### src/rtl/core/kps_pkg.sv
// kps_pkg: shared sizes, codes and types of the key / ptt sequencer
// no dependencies; imported by every module of the block

package kps_pkg;

   localparam int QUEUE_DEPTH = 16;
   localparam int TIME_BITS   = 16;
   localparam int QIDX_BITS   = $clog2(QUEUE_DEPTH);
   localparam int QCNT_BITS   = $clog2(QUEUE_DEPTH + 1);

   localparam int CHAN_W  = 5;
   localparam int NOTE_W  = 7;
   localparam int DELAY_W = 16;
   localparam int HANG_W  = 20;
   localparam int CNT_W   = HANG_W + 1;
   localparam int CSR_W   = 20;

   localparam logic [7:0] CMD_MASK  = 8'hF0;
   localparam logic [7:0] CMD_ON    = 8'h90;
   localparam logic [7:0] CMD_OFF   = 8'h80;
   localparam logic [3:0] CHAN_MASK = 4'hF;

   typedef enum logic [1:0] {
      REG_MIDI_CHANNEL  = 2'd0,
      REG_KEY_NOTE      = 2'd1,
      REG_DELAY_SAMPLES = 2'd2,
      REG_HANG_SAMPLES  = 2'd3
   } csr_idx_type;

   typedef enum logic [1:0] {
      EV_NONE = 2'd0,
      EV_ON   = 2'd1,
      EV_OFF  = 2'd2
   } evt_type;

   // decoded key transition of one word
   typedef struct packed {
      logic hit;
      logic is_on;
   } key_cmd_type;

endpackage

### src/rtl/core/kps_queue.sv
// kps_queue: fifo of pending key transitions with due-time pop at the head
// depends on kps_pkg

module kps_queue (
   input  logic                         clock,
   input  logic                         reset,
   input  logic                         step,
   input  kps_pkg::key_cmd_type         cmd,
   input  logic [kps_pkg::TIME_BITS-1:0] due_time,
   input  logic [kps_pkg::TIME_BITS-1:0] tick_count,
   output kps_pkg::evt_type             key_event,
   output logic                         overflow
);
   import kps_pkg::*;

   logic [TIME_BITS-1:0] due_mem [QUEUE_DEPTH];
   logic                 on_mem  [QUEUE_DEPTH];

   logic [QIDX_BITS-1:0] head_ff, head_in;
   logic [QCNT_BITS-1:0] fill_ff, fill_in;

   logic                 full, do_push, do_pop, have_head;
   logic [QCNT_BITS:0]   tail_sum, head_sum;
   logic [QIDX_BITS-1:0] tail;
   logic [TIME_BITS-1:0] head_due;
   logic                 head_on;

   assign full    = (fill_ff == QCNT_BITS'(QUEUE_DEPTH));
   assign do_push = step && cmd.hit && !full;
   assign overflow = step && cmd.hit && full;

   assign tail_sum = (QCNT_BITS+1)'(head_ff) + (QCNT_BITS+1)'(fill_ff);
   assign tail = (tail_sum >= (QCNT_BITS+1)'(QUEUE_DEPTH)) ?
                 QIDX_BITS'(tail_sum - (QCNT_BITS+1)'(QUEUE_DEPTH)) :
                 QIDX_BITS'(tail_sum);

   // an empty queue forwards the word just pushed
   always_comb begin
      if (fill_ff == '0) begin
         have_head = do_push;
         head_due  = due_time;
         head_on   = cmd.is_on;
      end else begin
         have_head = 1'b1;
         head_due  = due_mem[head_ff];
         head_on   = on_mem[head_ff];
      end
   end

   assign do_pop = step && have_head && (head_due == tick_count);
   assign key_event = !do_pop ? EV_NONE : (head_on ? EV_ON : EV_OFF);

   assign head_sum = (QCNT_BITS+1)'(head_ff) + (QCNT_BITS+1)'(1);
   always_comb begin
      head_in = head_ff;
      if (do_pop) begin
         head_in = (head_sum >= (QCNT_BITS+1)'(QUEUE_DEPTH)) ? '0 : QIDX_BITS'(head_sum);
      end
      fill_in = fill_ff + QCNT_BITS'(do_push) - QCNT_BITS'(do_pop);
   end

   always_ff @(posedge clock) begin
      if (reset) begin
         head_ff <= '0;
         fill_ff <= '0;
      end else begin
         head_ff <= head_in;
         fill_ff <= fill_in;
      end
   end

   always_ff @(posedge clock) begin
      if (do_push) begin
         due_mem[tail] <= due_time;
         on_mem[tail]  <= cmd.is_on;
      end
   end

endmodule

### src/rtl/core/kps_ptt.sv
// kps_ptt: ptt state, key state and hang counter
// depends on kps_pkg

module kps_ptt (
   input  logic                        clock,
   input  logic                        reset,
   input  logic                        step,
   input  kps_pkg::key_cmd_type        cmd,
   input  logic [kps_pkg::HANG_W-1:0]  hang_samples,
   input  logic [kps_pkg::DELAY_W-1:0] delay_samples,
   output kps_pkg::evt_type            ptt_event
);
   import kps_pkg::*;

   logic             ptt_ff, ptt_in;
   logic             key_ff, key_in;
   logic [CNT_W-1:0] hang_ff, hang_in;
   evt_type          ev;

   always_comb begin
      ptt_in  = ptt_ff;
      key_in  = key_ff;
      hang_in = hang_ff;
      ev      = EV_NONE;
      if (cmd.hit) begin
         if (cmd.is_on) begin
            if (!ptt_in) begin
               ptt_in = 1'b1;
               ev     = EV_ON;
            end
            key_in = 1'b1;
         end else begin
            key_in  = 1'b0;
            hang_in = CNT_W'(hang_samples) + CNT_W'(delay_samples);
         end
      end
      // hang countdown, saturating at zero
      if (!key_in && ptt_in) begin
         if (hang_in != '0) begin
            hang_in = hang_in - CNT_W'(1);
         end
         if (hang_in == '0) begin
            ptt_in = 1'b0;
            ev     = EV_OFF;
         end
      end
   end

   assign ptt_event = step ? ev : EV_NONE;

   always_ff @(posedge clock) begin
      if (reset) begin
         ptt_ff  <= 1'b0;
         key_ff  <= 1'b0;
         hang_ff <= '0;
      end else if (step) begin
         ptt_ff  <= ptt_in;
         key_ff  <= key_in;
         hang_ff <= hang_in;
      end
   end

endmodule

### src/rtl/core/key_ptt_sequencer.sv
// key_ptt_sequencer: top level of the key / ptt sequencer
// depends on kps_pkg, kps_queue and kps_ptt
//
//   channel   dir  handshake         payload
//   req_      in   tvalid / tready   tdata: status, note; tuser: event valid
//   rsp_      out  tvalid / tready   tdata: key event, ptt event, overflow
//   csr_      in   wr_en             addr, wr_data (no read-back)
//
// one word in, one word out; a new word is taken every cycle while
// rsp_tready is high; the path runs through the input register, then
// the result register, with decode, queue head compare and hang count
// all settling between them
// synchronous active-high reset clears control state, loads csr defaults
// a stalled result holds in the output register; the input register still
// takes one more word, after which req_tready follows rsp_tready

module key_ptt_sequencer (
   input  logic        clock,
   input  logic        reset,
   // request words
   input  logic        req_tvalid,
   output logic        req_tready,
   input  logic [15:0] req_tdata,   // [7:0] status_byte, [14:8] note_number, [15] zero
   input  logic        req_tuser,   // [0] event_valid
   // result words
   output logic        rsp_tvalid,
   input  logic        rsp_tready,
   output logic [7:0]  rsp_tdata,   // [1:0] key_event, [3:2] ptt_event,
                                    // [4] queue_overflow, [7:5] zero
   // register writes
   input  logic        csr_wr_en,
   input  logic [1:0]  csr_addr,
   input  logic [kps_pkg::CSR_W-1:0] csr_wr_data
);
   import kps_pkg::*;

   // configuration registers
   logic [CHAN_W-1:0]  chan_ff;
   logic [NOTE_W-1:0]  note_ff;
   logic [DELAY_W-1:0] delay_ff;
   logic [HANG_W-1:0]  hang_ff;

   always_ff @(posedge clock) begin
      if (reset) begin
         chan_ff  <= CHAN_W'(1);
         note_ff  <= '0;
         delay_ff <= '0;
         hang_ff  <= HANG_W'(48000);
      end else if (csr_wr_en) begin
         case (csr_idx_type'(csr_addr))
            REG_MIDI_CHANNEL:  chan_ff  <= csr_wr_data[CHAN_W-1:0];
            REG_KEY_NOTE:      note_ff  <= csr_wr_data[NOTE_W-1:0];
            REG_DELAY_SAMPLES: delay_ff <= csr_wr_data[DELAY_W-1:0];
            REG_HANG_SAMPLES:  hang_ff  <= csr_wr_data[HANG_W-1:0];
            default: ;
         endcase
      end
   end

   // input register
   logic              in_vld_ff, in_vld_in;
   logic              ev_vld_ff;
   logic [7:0]        status_ff;
   logic [NOTE_W-1:0] inote_ff;

   // output register
   logic              out_vld_ff, out_vld_in;
   logic [7:0]        out_data_ff;

   logic step;   // the held word is processed and its result registered

   assign step       = in_vld_ff && (!out_vld_ff || rsp_tready);
   assign req_tready = !in_vld_ff || step;

   always_comb begin
      in_vld_in = in_vld_ff;
      if (req_tvalid && req_tready) begin
         in_vld_in = 1'b1;
      end else if (step) begin
         in_vld_in = 1'b0;
      end
      out_vld_in = out_vld_ff;
      if (step) begin
         out_vld_in = 1'b1;
      end else if (rsp_tready) begin
         out_vld_in = 1'b0;
      end
   end

   always_ff @(posedge clock) begin
      if (reset) begin
         in_vld_ff  <= 1'b0;
         out_vld_ff <= 1'b0;
      end else begin
         in_vld_ff  <= in_vld_in;
         out_vld_ff <= out_vld_in;
      end
   end

   always_ff @(posedge clock) begin
      if (req_tvalid && req_tready) begin
         ev_vld_ff <= req_tuser;
         status_ff <= req_tdata[7:0];
         inote_ff  <= req_tdata[14:8];
      end
   end

   // midi decode: channel is low nibble plus one, command is high nibble
   logic [CHAN_W-1:0] ev_chan;
   logic [7:0]        ev_cmd;
   key_cmd_type       cmd;

   assign ev_chan   = CHAN_W'(status_ff[3:0] & CHAN_MASK) + CHAN_W'(1);
   assign ev_cmd    = status_ff & CMD_MASK;
   assign cmd.hit   = ev_vld_ff && (ev_chan == chan_ff) && (inote_ff == note_ff) &&
                      ((ev_cmd == CMD_ON) || (ev_cmd == CMD_OFF));
   assign cmd.is_on = (ev_cmd == CMD_ON);

   // sample tick counter, wraps at its width
   logic [TIME_BITS-1:0] tick_ff;
   logic [TIME_BITS-1:0] due_time;

   always_ff @(posedge clock) begin
      if (reset) begin
         tick_ff <= '0;
      end else if (step) begin
         tick_ff <= tick_ff + TIME_BITS'(1);
      end
   end

   // due time taken modulo the counter width
   assign due_time = TIME_BITS'(33'(tick_ff) + 33'(delay_ff));

   evt_type key_event, ptt_event;
   logic    overflow;

   kps_queue u_queue (
      .clock      (clock),
      .reset      (reset),
      .step       (step),
      .cmd        (cmd),
      .due_time   (due_time),
      .tick_count (tick_ff),
      .key_event  (key_event),
      .overflow   (overflow)
   );

   kps_ptt u_ptt (
      .clock         (clock),
      .reset         (reset),
      .step          (step),
      .cmd           (cmd),
      .hang_samples  (hang_ff),
      .delay_samples (delay_ff),
      .ptt_event     (ptt_event)
   );

   always_ff @(posedge clock) begin
      if (step) begin
         out_data_ff <= {3'b000, overflow, ptt_event, key_event};
      end
   end

   assign rsp_tvalid = out_vld_ff;
   assign rsp_tdata  = out_data_ff;

endmodule
### config.mk
export PLATFORM = sky130hd
export DESIGN_NAME = key_ptt_sequencer
export DESIGN_NICKNAME = d
export VERILOG_FILES = /design/src/rtl/core/kps_pkg.sv /design/src/rtl/core/kps_queue.sv /design/src/rtl/core/kps_ptt.sv /design/src/rtl/core/key_ptt_sequencer.sv
export SDC_FILE = /design/constraint.sdc
export NUM_CORES = 1
export LEC_CHECK = 0
export BUFFER_PORTS_ARGS = -buffer_cell sky130_fd_sc_hd__buf_2
export CELL_PAD_IN_SITES_DETAIL_PLACEMENT = 1
export CELL_PAD_IN_SITES_GLOBAL_PLACEMENT = 1
export CORE_ASPECT_RATIO = 1.25
export CORE_MARGIN = 3
export CORE_UTILIZATION = 47
export DETAILED_ROUTE_END_ITERATION = 7
export PLACE_DENSITY_LB_ADDON = 0.1
export SETUP_SLACK_MARGIN = 0.15
export SYNTH_ARGS = -nofsm -noshare
export SYNTH_HDL_FRONTEND = slang
export SYNTH_HIERARCHICAL = 1
export SYNTH_SLANG_ARGS = --single-unit
### constraint.sdc
create_clock -name clock -period 5.61 [get_ports clock]
set_clock_uncertainty 0.05 [all_clocks]
set_input_delay 0.2805 -clock clock [delete_from_list [all_inputs] [get_ports clock]]
set_output_delay 0.2805 -clock clock [all_outputs]
set_load 0.02 [all_outputs]
==> results.md <==
* Outcome: finished clean
* Gr ovfl total at 0
* Chip width at 188 microns
* DR DRC count at 0
* Syn. warnings at 6
* CTS Root Cell: clkbuf_16
* Synth async-reset ratio at 0%
* P_leak at 7.84 nW
* CTS tree: done
* RR Endpoint: u_queue/fill_ff[4]
* Die Footprint at 44000 sq um
* Layout Nets at 1797
* Gr usage total at 26.0%
* Total power at 0.00670 W
* Vias in the first global route at 14.5k
* Worst setup EP type: register
* GRT busiest layer: met2
* DPL Wire Length at 39100 microns
* Bufs on Longest Clock Path at 3
* Met1 usage at 31.1%
* FP Rows at 82
* Comb power frac at 12.4%
* F_max at 192 MHz
* Post-synth top flop: edfxtp_1
* Die Y-Extent at 234 microns
* Unrepaired setup endpoints after global routing: true
* Fillers at 4112
* Switching Fraction at 25.6%
* First DRT Iteration DRCs at 907
* CP max stage cell: or4_1
* Average wire per standard cell at 25.0 microns
* Top cell type's share of synthesized area at 45.1%
* Crit-path max FO at 4
* M2 GR Usage at 49.3%
* Placed Cells at 2166
* Hold endpoint: u_ptt/hang_ff[11]
* Via Count at 13.7k
* Largest net degree at the start of global routing at 69
* Synthesized flop and latch total at 395
* Final hold violations at 0
* Total CTS buffers at 41
* Routability cong. at 0.868
* WP data arrival at 5.63 ns
* Routed wire length at 57100 microns
* Average size of a mapped cell at 12.4 sq um
* Initial antenna violation count at 0
* Pre-antenna DRT Iters at 5
* Worst Tran Pin Value at 1.17 ns
* Hold path startpoint: reset
* Maximum vdd drop at 0.000259 V
* Worst-path clk slew at 0.07 ns
* Fin crit share at 92.7%
* Setup CP Type: reg2reg
* Number of diodes at 0
* EDFF count, synth at 293
* Worst-skew pair later-pin latency at 0.55 ns
* Starting density of the core at 48.1%
* Cells after synthesis at 1568
* Cells along the critical path: ha_1, a21o_1, a21oi_2, a21oi_2, o211ai_1, and2_4, o311ai_2, xnor2_1, o2111ai_1, or4_1, a22oi_2, nor4b_4, and2_4, nand3_2, inv_1, ha_1, inv_1, ha_1, fa_2, a21oi_2, nor2_1, or3_1, a21oi_1
* Int Power at 0.00498 W
* P_sw at 0.00171 W
* Vias/cell at 6.02
* Clk pwr share at 39.9%
* Mapped cell area at 19500 sq um
* H-tree Lvls at 2
* Core area at 40500 sq um
* Worst r2r path cells at 23
* Count of cell types in the netlist at 104
* Worst endpoint required time at 6.04 ns
* Hold WC Path Type: in2reg
* Tmin final at 5.20 ns
* Buffers added on ports at 49
* R2R setup slack at 0.41 ns
* R2R Path Start: delay_ff[3]
* Global-route wire length before repair at 87000 microns
* Seq/Total Area, Yosys at 55.6%
* Io pins at 54
* Post-route ant nets at 0
* Power Density at 298 nW/um^2
* Rel. slew slack at 21.7%
* Layout cells sized above 1 at 19.6%
* CP max stage delay at 0.52 ns
* Sequential power share at 47.7%
* CP Launch Type: register
* Met3 GRT Util at 2.70%
* Post-Layout Cell Count at 2282
* CTS Sinks at 395
* Max-slew violations at 0
* Synth area leader: edfxtp_1
* Top cells by area, synth: edfxtp_1 (45%), dfxtp_1 (10%), mux4_2 (7.0%), ha_1 (2.9%), nand2_1 (2.7%)
* Hold path depth at 2
* Setup Viol. Count Final at 0
* Max-cap viol count at 0
* Layout area overhead at 15.2%
## repair_timing
action                     4_1_cts  5_1_grt
hold buffers                    38        0
gates resized for setup          4       11
setup endpoints to repair        1        3
hold endpoints to repair        56        0
pin swaps                        4        6
cloned                           0        0
setup buffers                    0        3
## cell usage in the layout, fill, tap and decap left out, types with 14 or more instances in the layout
cell type / count
a211oi_1: 15
a21o_1: 15
a21oi_1: 92
and3_1: 16
buf_2: 48
buf_4: 81
clkbuf_16: 41
dfxtp_1: 98
dlygate4sd3_1: 38
edfxtp_1: 293
ha_1: 44
inv_1: 32
mux2i_1: 41
mux4_2: 61
nand2_1: 139
nand2b_1: 32
nand3_1: 41
nand4_1: 23
nor2_1: 84
nor2b_1: 18
nor3_1: 25
nor4_1: 22
o21ai_0: 32
o31ai_1: 14
or3_1: 14
xnor2_1: 39
xor2_1: 25
## synth_stat cells (23+ instances only)
library cell	count
o21ai_0	32
xor2_1	25
dfxtp_1	102
nand3_1	42
nand4_1	23
nand2_1	139
nor2_1	100
a21oi_1	96
inv_1	32
mux2i_1	41
nor3_1	25
xnor2_1	39
nand2b_1	33
ha_1	45
mux4_2	61
edfxtp_1	293
clkbuf_1	40
## cell families (layout without fill, tap and decap cells)
kind of cell,count (synthesis),in the layout,synth area share [%]
AND/OR/NAND/NOR,517,517,14.1
flip-flops,395,395,55.6
AO/OA/AOI/OAI,310,310,10.9
multiplexers,120,120,10.3
buffers and inverters,112,278,2.86
XOR/XNOR,64,64,2.88
adder cells (fa/ha/maj),49,49,3.30
other,1,3,0.0192
## power groups by stage
stage	combinational, W	clock, W	sequential, W
floorplan	0.000521	0	0.00325
global placement	0.000752	0	0.00326
detailed placement	0.000770	0	0.00326
global route	0.000896	0.00284	0.00320
CTS	0.000813	0.00273	0.00320
finish	0.000831	0.00267	0.00320
## registers in the layout, indices dropped and copies added (netlist names), 5 cells and up, named ones only
register         flops
u_queue/due_mem    256
delay_ff            16
inote_ff             7
chan_ff              5
u_ptt/hang_ff       21
rsp_tdata            5
u_queue/on_mem      16
note_ff              7
tick_ff             16
hang_ff             20
u_queue/fill_ff      5
status_ff            8
## layout make-up
type                            count  area [sq um]  area share [%]
Sequential cell                   395         10800            48.3
Multi-Input combinational cell   1063          8240            36.7
Timing Repair Buffer              169          1270            5.65
Clock buffer                       50          1060            4.72
Tap cell                          546           683            3.04
Clock inverter                     25           234            1.04
Inverter                           34           128           0.568
## worst max-delay path: cells and delay by family, from the launching register on
kind	cells	cell delay [ns]
AO/OA/AOI/OAI	9	1.59
XOR/XNOR	1	0.25
adder cells (fa/ha/maj)	4	1.05
buffers and inverters	2	0.12
flip-flops	1	0.33
AND/OR/NAND/NOR	7	1.73
## routing by layer
layer	wire length [microns]	share of wire (%)
met1	22100	39
met2	31100	54
met3	2220	3.9
met4	1650	2.9
met5	0	0
## metrics by stage
stage,util (%),area (sq um),hold slack (ns),TNS (ns),worst slack (ns)
floorplan,-,19500,0.299,0,0.254
global placement,51.1,20700,0.403,0,0.0956
detailed placement,51.1,20700,0.405,-0.0706,-0.0706
CTS,55.3,22400,0.0623,0,0.152
global route,55.4,22500,0.109,0,0.0690
finish,55.4,22500,0.0935,0,0.408
## how the worst max path moves through the flow
stage,slack (ns),start,cells after the start,to
finish,0.41,delay_ff[3],23,u_queue/fill_ff[4]
global route,0.07,delay_ff[3],24,u_queue/fill_ff[4]
CTS,0.15,delay_ff[0],23,u_queue/fill_ff[4]
detailed placement,-0.07,delay_ff[0],24,u_queue/fill_ff[4]
global placement,0.1,delay_ff[0],24,u_queue/fill_ff[4]
floorplan,0.25,tick_ff[0],24,u_queue/fill_ff[4]
No activity file was read; power rests on OpenSTA's default activity.
